--- src/rtl/jcp_pkg.sv ---
// Shared types and constants for the joint command parser with zone check.
// Used by jcp_zone and joint_command_parser_zone_check; no dependencies.
package jcp_pkg;

  // Line buffer depth default and field widths
  localparam int LINE_DEPTH_DEF = 32;
  localparam int CFG_W          = 9;
  localparam int DEG_W          = 14;
  localparam int CFG_IDX_W      = 3;
  localparam int ACC_W          = 15;

  // Characters and limits
  localparam logic [7:0]       TERMINATOR = 8'd59;
  localparam logic [7:0]       CHAR_C     = 8'd67;
  localparam logic [7:0]       CHAR_0     = 8'd48;
  localparam logic [7:0]       CHAR_9     = 8'd57;
  localparam logic [DEG_W-1:0] DEG_MAX    = 14'd9999;
  localparam logic [ACC_W-1:0] FULL_TURN  = 15'd360;
  localparam int               MOD_STEPS  = 6;

  // Configuration register indexes
  localparam logic [CFG_IDX_W-1:0] CFG_J2_ANGLE = 3'd0;
  localparam logic [CFG_IDX_W-1:0] CFG_J3_ANGLE = 3'd1;
  localparam logic [CFG_IDX_W-1:0] CFG_J2_LOW   = 3'd2;
  localparam logic [CFG_IDX_W-1:0] CFG_J2_HIGH  = 3'd3;
  localparam logic [CFG_IDX_W-1:0] CFG_J3_LOW   = 3'd4;
  localparam logic [CFG_IDX_W-1:0] CFG_J3_HIGH  = 3'd5;

  typedef enum logic [2:0] {
    S_IDLE,
    S_DIGIT,
    S_DIR0,
    S_DIR1,
    S_ZONE,
    S_PUT
  } parse_state_t;

  typedef enum logic [1:0] {
    Z_IDLE,
    Z_LOAD,
    Z_REDUCE,
    Z_CHECK
  } zone_state_t;

  typedef struct packed {
    logic [CFG_W-1:0] j2_angle;
    logic [CFG_W-1:0] j3_angle;
    logic [CFG_W-1:0] j2_low;
    logic [CFG_W-1:0] j2_high;
    logic [CFG_W-1:0] j3_low;
    logic [CFG_W-1:0] j3_high;
  } jcp_cfg_t;

  typedef struct packed {
    logic             start;
    logic [DEG_W-1:0] deg2;
    logic [DEG_W-1:0] deg3;
    logic             ccw2;
    logic             ccw3;
  } zone_ctl_t;

  typedef struct packed {
    logic done;
    logic ok;
  } zone_stat_t;

endpackage

--- src/rtl/jcp_zone.sv ---
// Forbidden zone checker: six points, one at a time, with a shift-subtract mod 360 unit.
// Depends on jcp_pkg.
module jcp_zone (
  input  logic              clk,
  input  logic              rst,
  input  jcp_pkg::jcp_cfg_t cfg,
  input  jcp_pkg::zone_ctl_t ctl,
  output jcp_pkg::zone_stat_t stat
);
  import jcp_pkg::*;

  zone_state_t      zstate;
  zone_state_t      zstate_next;
  logic             joint;
  logic [1:0]       part_idx;
  logic [2:0]       step;
  logic [ACC_W-1:0] acc;
  logic             neg;
  logic             ok;

  logic [DEG_W-1:0] deg_sel;
  logic [DEG_W-1:0] part;
  logic [CFG_W-1:0] angle;
  logic [CFG_W-1:0] low;
  logic [CFG_W-1:0] high;
  logic             adds;
  logic [ACC_W:0]   diff;
  logic [ACC_W:0]   diff_fix;
  logic [ACC_W-1:0] sub;
  logic             bad;
  logic             last;

  // Select the joint and the point under test
  always_comb begin
    deg_sel = joint ? ctl.deg3 : ctl.deg2;
    angle   = joint ? cfg.j3_angle : cfg.j2_angle;
    low     = joint ? cfg.j3_low : cfg.j2_low;
    high    = joint ? cfg.j3_high : cfg.j2_high;
    adds    = joint ? !ctl.ccw3 : ctl.ccw2;
    case (part_idx)
      2'd0:    part = deg_sel >> 2;
      2'd1:    part = deg_sel >> 1;
      default: part = deg_sel;
    endcase
    diff     = (ACC_W+1)'(angle) - (ACC_W+1)'(part);
    diff_fix = diff[ACC_W] ? diff + (ACC_W+1)'(FULL_TURN) : diff;
    sub      = FULL_TURN << step;
    bad      = !neg && (acc > ACC_W'(low)) && (acc < ACC_W'(high));
    last     = joint && (part_idx == 2'd2);
  end

  // Next state and status
  always_comb begin
    zstate_next = zstate;
    stat.done   = 1'b0;
    stat.ok     = ok && !bad;
    case (zstate)
      Z_IDLE: begin
        if (ctl.start) zstate_next = Z_LOAD;
      end
      Z_LOAD: begin
        zstate_next = adds ? Z_REDUCE : Z_CHECK;
      end
      Z_REDUCE: begin
        if (step == 3'd0) zstate_next = Z_CHECK;
      end
      Z_CHECK: begin
        if (last) begin
          stat.done   = 1'b1;
          zstate_next = Z_IDLE;
        end else begin
          zstate_next = Z_LOAD;
        end
      end
      default: zstate_next = Z_IDLE;
    endcase
  end

  always_ff @(posedge clk) begin
    if (rst) begin
      zstate <= Z_IDLE;
    end else begin
      zstate <= zstate_next;
    end
  end

  // Point datapath: load, reduce, check
  always_ff @(posedge clk) begin
    case (zstate)
      Z_IDLE: begin
        joint    <= 1'b0;
        part_idx <= 2'd0;
        ok       <= 1'b1;
      end
      Z_LOAD: begin
        if (adds) begin
          acc  <= ACC_W'(angle) + ACC_W'(part);
          neg  <= 1'b0;
          step <= 3'(MOD_STEPS - 1);
        end else begin
          acc  <= diff_fix[ACC_W-1:0];
          neg  <= diff_fix[ACC_W];
        end
      end
      Z_REDUCE: begin
        if (acc >= sub) acc <= acc - sub;
        step <= step - 3'd1;
      end
      Z_CHECK: begin
        if (bad) ok <= 1'b0;
        if (part_idx == 2'd2) begin
          joint    <= 1'b1;
          part_idx <= 2'd0;
        end else begin
          part_idx <= part_idx + 2'd1;
        end
      end
      default: ;
    endcase
  end

endmodule

--- src/rtl/joint_command_parser_zone_check.sv ---
// Joint command parser: an accepted ';' starts the parse through the digit, direction,
// zone and put states to its result; other bytes go to the line buffer.
// Throughput: one byte a cycle while collecting; one command at a time while parsing,
// paced by the single line buffer read port and the one-point-at-a-time zone unit.
// Reset (rst, synchronous) clears state, config, out_valid, fill count and drop flag;
// the buffer is not cleared, positions at or past the fill count read as zero.
module joint_command_parser_zone_check #(
  parameter int LINE_DEPTH = jcp_pkg::LINE_DEPTH_DEF
) (
  input  logic                           clk,
  input  logic                           rst,
  input  logic                           in_valid,
  output logic                           in_stall,
  input  logic [7:0]                     rx_byte,
  output logic                           out_valid,
  input  logic                           out_stall,
  output logic [jcp_pkg::DEG_W-1:0]      deg_one,
  output logic [jcp_pkg::DEG_W-1:0]      deg_two,
  output logic [jcp_pkg::DEG_W-1:0]      deg_three,
  output logic                           ccw_one,
  output logic                           ccw_two,
  output logic                           ccw_three,
  output logic                           path_ok,
  output logic                           overflowed,
  input  logic                           cfg_write,
  input  logic [jcp_pkg::CFG_IDX_W-1:0]  cfg_index,
  input  logic [jcp_pkg::CFG_W-1:0]      cfg_data
);
  import jcp_pkg::*;

  localparam int AW = $clog2(LINE_DEPTH);
  localparam int PW = $clog2(LINE_DEPTH + 1);

  logic [7:0]       line_mem [LINE_DEPTH];
  logic [7:0]       rdata;
  logic             rzero;
  logic [PW-1:0]    rd_addr;

  parse_state_t     state;
  parse_state_t     state_next;
  logic [PW-1:0]    fill;
  logic             drop_seen;
  logic [PW-1:0]    pos;
  logic [PW-1:0]    s;
  logic [1:0]       w;
  logic [1:0]       w_now;
  logic [1:0]       seg;
  logic [DEG_W-1:0] deg;
  logic [DEG_W-1:0] deg_calc;
  logic [16:0]      deg_wide;
  logic             cc0;
  logic [DEG_W-1:0] deg_seg [3];
  logic             ccw_seg [3];
  logic             zone_ok;

  logic [7:0]       cur_byte;
  logic             is_digit;
  logic             in_acc;
  logic             is_term;
  logic             out_free;

  jcp_cfg_t   cfg;
  zone_ctl_t  zone_ctl;
  zone_stat_t zone_stat;

  assign in_acc   = in_valid && !in_stall;
  assign is_term  = (rx_byte == TERMINATOR);
  assign out_free = !out_valid || !out_stall;
  assign in_stall = (state != S_IDLE);

  // Configuration registers; indexes past the list are ignored
  always_ff @(posedge clk) begin
    if (rst) begin
      cfg <= '0;
    end else if (cfg_write) begin
      case (cfg_index)
        CFG_J2_ANGLE: cfg.j2_angle <= cfg_data;
        CFG_J3_ANGLE: cfg.j3_angle <= cfg_data;
        CFG_J2_LOW:   cfg.j2_low   <= cfg_data;
        CFG_J2_HIGH:  cfg.j2_high  <= cfg_data;
        CFG_J3_LOW:   cfg.j3_low   <= cfg_data;
        CFG_J3_HIGH:  cfg.j3_high  <= cfg_data;
        default: ;
      endcase
    end
  end

  // Line buffer: write on a stored byte, registered read with a past-fill mark
  always_ff @(posedge clk) begin
    if (state == S_IDLE && in_acc && !is_term && fill < PW'(LINE_DEPTH)) begin
      line_mem[fill[AW-1:0]] <= rx_byte;
    end
    rdata <= line_mem[rd_addr[AW-1:0]];
    rzero <= (rd_addr >= fill);
  end

  // Decode the byte just read and extend the rotation by one digit
  always_comb begin
    cur_byte = rzero ? 8'd0 : rdata;
    is_digit = (cur_byte >= CHAR_0) && (cur_byte <= CHAR_9);
    deg_wide = 17'({deg, 3'b000}) + 17'({deg, 1'b0}) + 17'(cur_byte - CHAR_0);
    deg_calc = (deg_wide > 17'(DEG_MAX)) ? DEG_MAX : deg_wide[DEG_W-1:0];
    w_now    = (deg < DEG_W'(10)) ? 2'd1 : ((deg < DEG_W'(100)) ? 2'd2 : 2'd3);
  end

  // Next state, read address and zone unit controls
  always_comb begin
    state_next    = state;
    rd_addr       = pos;
    zone_ctl.start = 1'b0;
    zone_ctl.deg2  = deg_seg[1];
    zone_ctl.deg3  = deg_seg[2];
    zone_ctl.ccw2  = ccw_seg[1];
    zone_ctl.ccw3  = ccw_seg[2];
    case (state)
      S_IDLE: begin
        rd_addr = PW'(2);
        if (in_acc && is_term) state_next = S_DIGIT;
      end
      S_DIGIT: begin
        if (is_digit) begin
          rd_addr = pos + PW'(1);
        end else begin
          rd_addr    = s + PW'(2) + PW'(w_now);
          state_next = S_DIR0;
        end
      end
      S_DIR0: begin
        rd_addr    = s + PW'(3) + PW'(w);
        state_next = S_DIR1;
      end
      S_DIR1: begin
        rd_addr = s + PW'(6) + PW'(w);
        if (seg == 2'd2) begin
          zone_ctl.start = 1'b1;
          state_next     = S_ZONE;
        end else begin
          state_next = S_DIGIT;
        end
      end
      S_ZONE: begin
        if (zone_stat.done) state_next = S_PUT;
      end
      S_PUT: begin
        if (out_free) state_next = S_IDLE;
      end
      default: state_next = S_IDLE;
    endcase
  end

  always_ff @(posedge clk) begin
    if (rst) begin
      state <= S_IDLE;
    end else begin
      state <= state_next;
    end
  end

  // Fill count and drop flag; clear both once the result is loaded
  always_ff @(posedge clk) begin
    if (rst) begin
      fill      <= '0;
      drop_seen <= 1'b0;
    end else if (state == S_IDLE && in_acc && !is_term) begin
      if (fill < PW'(LINE_DEPTH)) fill <= fill + PW'(1);
      else drop_seen <= 1'b1;
    end else if (state == S_PUT && out_free) begin
      fill      <= '0;
      drop_seen <= 1'b0;
    end
  end

  // Segment walk: digits, then the two direction bytes
  always_ff @(posedge clk) begin
    case (state)
      S_IDLE: begin
        s   <= '0;
        pos <= PW'(2);
        deg <= '0;
        seg <= 2'd0;
      end
      S_DIGIT: begin
        if (is_digit) begin
          deg <= deg_calc;
          pos <= pos + PW'(1);
        end else begin
          w <= w_now;
        end
      end
      S_DIR0: begin
        cc0 <= (cur_byte == CHAR_C);
      end
      S_DIR1: begin
        deg_seg[seg] <= deg;
        ccw_seg[seg] <= cc0 && (cur_byte == CHAR_C);
        s            <= s + PW'(4) + PW'(w);
        pos          <= s + PW'(6) + PW'(w);
        deg          <= '0;
        seg          <= seg + 2'd1;
      end
      S_ZONE: begin
        if (zone_stat.done) zone_ok <= zone_stat.ok;
      end
      default: ;
    endcase
  end

  jcp_zone u_zone (
    .clk  (clk),
    .rst  (rst),
    .cfg  (cfg),
    .ctl  (zone_ctl),
    .stat (zone_stat)
  );

  // Output register: hold the item until taken
  always_ff @(posedge clk) begin
    if (rst) begin
      out_valid <= 1'b0;
    end else if (state == S_PUT && out_free) begin
      out_valid <= 1'b1;
    end else if (out_valid && !out_stall) begin
      out_valid <= 1'b0;
    end
  end

  always_ff @(posedge clk) begin
    if (state == S_PUT && out_free) begin
      deg_one    <= deg_seg[0];
      deg_two    <= deg_seg[1];
      deg_three  <= deg_seg[2];
      ccw_one    <= ccw_seg[0];
      ccw_two    <= ccw_seg[1];
      ccw_three  <= ccw_seg[2];
      path_ok    <= zone_ok;
      overflowed <= drop_seen;
    end
  end

`ifndef NO_ASSERTIONS
  a_fill_bound: assert property (@(posedge clk) disable iff (rst)
    fill <= PW'(LINE_DEPTH))
    else $error("fill count past line depth");

  a_clear_on_result: assert property (@(posedge clk) disable iff (rst)
    $rose(out_valid) |-> (fill == '0) && !drop_seen)
    else $error("line not cleared with result");

  a_zone_done_state: assert property (@(posedge clk) disable iff (rst)
    zone_stat.done |-> state == S_ZONE)
    else $error("zone check finished outside zone wait");

  a_scan_bound: assert property (@(posedge clk) disable iff (rst)
    state == S_DIGIT |-> pos <= PW'(LINE_DEPTH))
    else $error("digit scan past line end");

  a_zone_start: assert property (@(posedge clk) disable iff (rst)
    zone_ctl.start |=> state == S_ZONE)
    else $error("zone start without zone wait");
`endif

endmodule
--- config.mk ---
export PLATFORM = sky130hd
export DESIGN_NAME = joint_command_parser_zone_check
export DESIGN_NICKNAME = d
export VERILOG_FILES = /design/src/rtl/jcp_pkg.sv /design/src/rtl/jcp_zone.sv /design/src/rtl/joint_command_parser_zone_check.sv
export SDC_FILE = /design/constraint.sdc
export NUM_CORES = 1
export LEC_CHECK = 0
export BUFFER_PORTS_ARGS = -buffer_cell sky130_fd_sc_hd__buf_2
export CORE_MARGIN = 8
export CORE_UTILIZATION = 35
export DETAILED_ROUTE_END_ITERATION = 8
export PLACE_DENSITY = 0.51
export SYNTH_ARGS = -nofsm -noshare
export SYNTH_HDL_FRONTEND = slang
export SYNTH_SLANG_ARGS = --single-unit
--- constraint.sdc ---
create_clock -name clk -period 10.55 [get_ports clk]
set_input_delay 2.11 -clock clk [delete_from_list [all_inputs] [get_ports clk]]
set_output_delay 2.11 -clock clk [all_outputs]
set_load 0.01 [all_outputs]
==> Word level (Yosys, flattened, before mapping) <==
Memory sizes are Yosys's and may differ from the RTL's. A register that Yosys moved wholly into a read port is not among the register bits.
Index checks and enable logic that the tools add are counted.
{ "word_totals": {"ff_bits": 155, "elab_cells": 209, "mem_count": 3, "ram_bits": 301, "output_inout_bits": 49, "latchBits": 0, "inputBits": 25, "rom_bits": 0} }
{ "op_classes": {"n_bitwise": 2, "n_mux": 57, "mul": 0, "div": 0, "order_cmp": 10, "shift": 1, "n_eq_ne": 31, "n_reduce_logical": 54, "add_sub_neg": 20} }
{ "mem_list": {"columns": ["memory", "words", "width", "rd", "rd_ports_with_merged_regs", "wr", "line", "text"], "rows": [
  ["line_mem", 32, 8, 1, 1, 1, "joint_command_parser_zone_check.sv:34", "logic [7:0] line_mem [LINE_DEPTH];"],
  ["deg_seg", 3, 14, 3, 1, 1, "joint_command_parser_zone_check.sv:52", "logic [DEG_W-1:0] deg_seg [3];"],
  ["ccw_seg", 3, 1, 3, 1, 1, "joint_command_parser_zone_check.sv:53", "logic ccw_seg [3];"]
]} }
{ "op_table": {"columns": ["cell", "count"], "rows": [
  ["$pmux 14 s2", 2],
  ["$mux 15", 3],
  ["$mux 14", 3],
  ["$reduce_and 2->1", 17],
  ["$mux 6", 5],
  ["$pmux 15 s2", 1],
  ["$mux 9", 3],
  ["$add 6x2->6", 4],
  ["$pmux 6 s4", 1],
  ["$mux 1", 19],
  ["$mux 3", 6],
  ["$ne 2x1->1 const B", 9],
  ["$pmux 3 s6", 1],
  ["$pmux 6 s3", 1],
  ["$add 17x15->17", 1],
  ["$add 17x17->17", 1],
  ["$gt 17x14->1 const B", 1],
  ["$add 16x9->16 const B", 1],
  ["$add 9x14->15", 1],
  ["$ge 15x15->1", 1],
  ["$gt 15x9->1", 1],
  ["$lt 15x9->1", 1],
  ["$shl 9x3->15 const A", 1],
  ["$sub 15x15->15", 1],
  ["other kinds (38)", 90]
]} }

==> Depth between registers and ports, before layout <==
{ "logic_depth": {"depth_word": 8, "depth_mapped": 19, "mapped_depth_nobuf": 18} }

==> Modules after synthesis <==
Synthesis repeated with hierarchy kept, for this count alone.
{ "unflattened": {"cells_unflattened": 2023, "area_unflattened_um2": 23735.3} }
{ "by_module_without_submodules": {"columns": ["module", "area_each_um2", "n_inst", "seq_area_each_um2", "cells_each"], "rows": [
  ["joint_command_parser_zone_check", 19322.3, 1, 12892.4, 1503],
  ["jcp_zone", 4413.0, 1, 730.7, 520]
]} }

==> Least setup slack after synthesis <==
Ideal clock, no wire load.
{ "synth_timing": {"kind": "input port to flip-flop", "startpoint": "input out_stall", "endpoint": "register fill[2]", "setup_time_ns": 0.133, "arrival_time_ns": 5.170, "slack_ns": 5.247, "cell_stages": 4, "path_cell_list": "a21oi_1 -> nor2_1 -> nor3_1 -> a211oi_1"} }
{ "synth_via": {"elab_chain_cells": 5} }
{ "synth_lines": {"columns": ["item", "line", "text"], "rows": [
  ["start: declaration", "joint_command_parser_zone_check.sv:16", "input logic out_stall,"],
  ["$logic_not 1->1", "joint_command_parser_zone_check.sv:68", "assign out_free = !out_valid || !out_stall;"],
  ["$logic_or 1x1->1", "joint_command_parser_zone_check.sv:68", null],
  ["$logic_and 1x1->1", "joint_command_parser_zone_check.sv:167", "end else if (state == S_PUT && out_free) begin"],
  ["$reduce_bool 2->1 (no line)", null, null],
  ["$reduce_and 2->1 (no line)", null, null],
  ["end signal: assignment", "joint_command_parser_zone_check.sv:165", "if (fill < PW'(LINE_DEPTH)) fill <= fill + PW'(1);"],
  ["end: declaration", "joint_command_parser_zone_check.sv:41", "logic [PW-1:0] fill;"]
]} }
No other way between the ends.
A chain may end at the register's enable or synchronous reset.

==> Worst setup path after layout <==
{ "layout_timing": {"startpoint": "register deg[10]", "endpoint": "register rdata[4], read port of line_mem"} }
{ "layout_via": {"elab_chain_cells": 6, "elab_cells_between_ends": 7} }
{ "layout_lines": {"columns": ["item", "line", "text"], "rows": [
  ["start: declaration", "joint_command_parser_zone_check.sv:48", "logic [DEG_W-1:0] deg;"],
  ["start signal: assignment", "joint_command_parser_zone_check.sv:184", "deg <= deg_calc;"],
  ["$lt 14x7->1", "joint_command_parser_zone_check.sv:103", "w_now = (deg < DEG_W'(10)) ? 2'd1 : ((deg < DEG_W'(100)) ? 2'd2 : 2'd3);"],
  ["$mux 1", "joint_command_parser_zone_check.sv:103", null],
  ["$mux 2 *", "joint_command_parser_zone_check.sv:103", null],
  ["$add 6x2->6 *", "joint_command_parser_zone_check.sv:124", "rd_addr = s + PW'(2) + PW'(w_now);"],
  ["$mux 6 *", "joint_command_parser_zone_check.sv:121", "if (is_digit) begin"],
  ["$pmux 6 s4 *", "joint_command_parser_zone_check.sv:115", "case (state)"],
  ["end: declaration", "joint_command_parser_zone_check.sv:35", "logic [7:0] rdata;"]
]} }
Mark *: on every way between the ends. The rest lies on a longest branch, timed or not.

==> flow_summary_export.csv <==
group,metric,value,unit
route,drc,0,
synthesis,synth_mux_area_share,12.62,%
global_routing,grt_pass1_vias,14476,
clock_network,postCtsSetupBuffers,0,
sta,fmax,175.0,MHz
sta,min_period_over_period,54.17,%
placed_design,io_buffers,73,
clock_network,clkSinkCount,479,
worst_setup_path,crit_fanout,67,
sta,tightest_slew,1.098,ns
synthesis,async_reset_ff_share,0,%
synthesis,synth_top_family_by_area,"multiplexers",
pwr,p_seq_share,40.9,%
synthesis,syn-num-nets,1988,
worst_setup_path,start_kind,"flop",
synthesis,synth_compound_area_share,7.689,%
cells_and_area,filler_cell_count,6256,
worst_setup_path,worstPathArrival,6.20,ns
clock_network,path_clk_slew,0.06,ns
synthesis,ys_seq_area_share,58.06,%
floorplan,start_util,35.12,%
worst_setup_path,crit_buf_inv,3,
route,drt_wl_total,57.56,mm
sta,skew,0.03185,ns
clock_network,clk_latency,0.61,ns
synthesis,avgSynthCellArea,12.77,um^2
synthesis,synth-edff-count,403,
sta,post-route-min-period,5.714,ns
outcome,outcome,"completed",
cells_and_area,final_cell_mix,"403 x edfxtp_1, 222 x mux2i_1, 185 x nand2_1",
worst_setup_path,cpMaxStageDelayCell,"buf_4",
floorplan,dieArea,75580,um^2
hold_path,min-delay-path-class,"reg -> reg",
synthesis,synth.distinct_cells,77,
cells_and_area,nets,2070,
global_routing,grt-ovfl-total,0,
synthesis,syn-instance-count,1837,
floorplan,die_w,274.9,um
route,via_count,14509,
cells_and_area,area_growth,13.41,%
route,viasPerCell,5.118,
sta,finalSetupTns,0,ns
sta,relSlewSlack,26.83,%
global_routing,antenna_found_initial,3,
job,maxCapViolCount,0,
clock_network,holdBufCountCts,0,
placed_design,dp_hpwl,40.12,mm
worst_setup_path,critPathCaptureType,"flop",
worst_setup_path,cp_data_required_time,11.04,ns
clock_network,cts_tree,"built",
clock_network,cts_resized,0,
clock_network,cts_max_level,2,
pwr,ir_worst_vdd,0.0001268,V
synthesis,synth_top_cell_by_area,"edfxtp_1",
synthesis,synth_ff_type,"edfxtp_1",
clock_network,numCtsBuffers,53,
cells_and_area,fin_util,39.83,%
floorplan,pin_count,74,
floorplan,coreArea,66800,um^2
floorplan,row_count,95,
global_routing,grt.total_usage,14.96,%
clock_network,clock_path_buffers,3,
pwr,p_leak,9.800,nW
cells_and_area,layout-drive-gt1-share,13.05,%
synthesis,synth_fa_ha_area_share,7.327,%
placed_design,place.gp.congestion,0.8053,
pwr,p_int,0.003741,W
floorplan,die_h,274.9,um
synthesis,synth_area,23460,um^2
route,drtIter0Drc,981,
pwr,p_sw_share,29.23,%
synthesis,yosysWarnings,0,
route,drt_pass1_iterations,5,
route,ant_nets,0,
worst_setup_path,cpPeakStageDelay,0.97,ns
sta,hold_viol_final,0,
synthesis,synth.area.top_cells,"edfxtp_1 52%, mux2i_1 9.5%, dfxtp_1 6.5%",
synthesis,synth_top_cell_area_share,51.58,%
sta,setup_violations,0,
pwr,switchingPower,0.001545,W
route,wl_per_cell,20.30,um
worst_setup_path,critical_path_class,"reg -> reg",
worst_setup_path,crit_family,"buffers and inverters",
pwr,clkPwrFrac,36.2,%
synthesis,yosys.area_share.simple,9.167,%
global_routing,grt_max_degree,68,
sta,slew_viol_final,0,
synthesis,synth-xor-area-share,2.352,%
pwr,p_comb_share,22.9,%
worst_setup_path,path_cells,"or4_1 -> nor4_1 -> and3_1 -> ha_1 -> inv_1 -> ha_1 -> mux2_2 -> nand2_1 -> a2bb2oi_4 -> buf_4 -> buf_4 -> mux2i_1 -> mux2i_1 -> mux4_2 -> mux2_2",
cells_and_area,mostFrequentLayoutCell,"edfxtp_1",
synthesis,ys_seq_elements,479,
clock_network,cts_root_buf,"clkbuf_16",
sta,rsz0062_at_grt,"no",
global_routing,grt_pass1_wl,87.64,mm
pwr,powerDensity,198.6,nW/um^2
-- logic make-up after synthesis --
kind of cell               count (synthesis)
DFF                                      479
buffers and inverters                    153
AOI/OAI and AO/OA                        280
muxes                                    271
and+or+nand+nor                          465
xor gates and xnor gates                  63
adders and majority gates                126
-- flip-flops by register name (all words and copies together), names as in the netlist, 3 cells and up --
signal       cells
line_mem       256
cfg             54
deg_seg         42
u_zone.acc      15
deg             14
deg_one         14
deg_three       14
deg_two         14
rdata            8
fill             6
pos              6
s                6
ccw_seg          3
state            3
u_zone.step      3
-- worst reg2reg max path: stages, from the launching register on --
cell       delay, ns
edfxtp_1        0.50
or4_1           0.54
nor4_1          0.33
and3_1          0.26
ha_1            0.13
inv_1           0.04
ha_1            0.28
mux2_2          0.14
nand2_1         0.09
a2bb2oi_4       0.15
buf_4           0.79
buf_4           1.07
mux2i_1         0.37
mux2i_1         0.14
mux4_2          0.49
mux2_2          0.27
-- worst paths after layout --
path	from	end	slack (ns)	cells past startpoint
worst min register to register	deg_seg[0][1]	deg_one[1]	0.42	0
worst max register to register	deg[10]	rdata[4]	4.84	15
worst min-delay path	deg_seg[0][1]	deg_one[1]	0.42	0
worst max-delay path	deg[10]	rdata[4]	4.84	15
-- per-layer routing --
| metal | global-route usage (%) | wire length (um) |
|---|---|---|
| met3 | 2.190 | 2708 |
| met5 | 0 | 9 |
| met2 | 24.41 | 26910 |
| met1 | 20.79 | 26750 |
| met4 | 3.832 | 1176 |
-- synthesized netlist by cell type (all sizes together), types with 7 or more instances --
| library cell | n |
|---|---|
| mux4 | 16 |
| or2 | 12 |
| dfxtp | 76 |
| a211oi | 14 |
| nor2b | 21 |
| xnor2 | 39 |
| a211o | 7 |
| or3 | 8 |
| fa | 19 |
| a21oi | 116 |
| a22oi | 14 |
| o21a | 17 |
| nand2 | 185 |
| edfxtp | 403 |
| buf | 26 |
| mux2 | 33 |
| nor4 | 9 |
| a21o | 9 |
| nand2b | 11 |
| o21ai | 42 |
| nand3 | 34 |
| and2 | 13 |
| nor3 | 26 |
| inv | 87 |
| clkbuf | 39 |
| xor2 | 24 |
| mux2i | 222 |
| and3 | 9 |
| ha | 107 |
| nor2 | 107 |
-- stage by stage --
| step | instances | cell area [um^2] | hold WS, ns | setup WS, ns | power (W) |
|---|---|---|---|---|---|
| floorplan | 1837 | 23460 | 0.4003 | 5.247 | 0.003100 |
| finish | 2835 | 26610 | 0.4165 | 4.836 | 0.005286 |
| global route | 2834 | 26610 | 0.4288 | 4.506 | 0.005548 |
| CTS | 2834 | 26610 | 0.4160 | 4.834 | 0.005338 |
| detailed placement | 2737 | 24780 | 0.4045 | 4.869 | 0.003398 |
| global placement | 2737 | 24780 | 0.4030 | 4.941 | 0.003393 |
-- area by class of cell --
cell class | count | area [um^2] | share of cell area, %
inverter | 88 | 330.3 | 1.241
clock inverter | 36 | 447.9 | 1.683
timing repair buffer | 92 | 508.0 | 1.909
multi-input combinational | 1205 | 9229 | 34.68
antenna | 1 | 2.502 | 0.009404
tap | 873 | 1092 | 4.105
sequential | 479 | 13620 | 51.20
clock buffer | 61 | 1376 | 5.172
-- power by group through the flow --
stage                     registers [W]  clock network (W)  logic (W)
after global routing            0.00217            0.00203    0.00135
after detailed placement        0.00220                  0    0.00120
after global placement          0.00220                  0    0.00119
final                           0.00216            0.00191    0.00121
after CTS                       0.00216            0.00196    0.00121
after floorplan                 0.00219                  0   0.000915
Note: power is estimated with default switching activity, not from simulation.
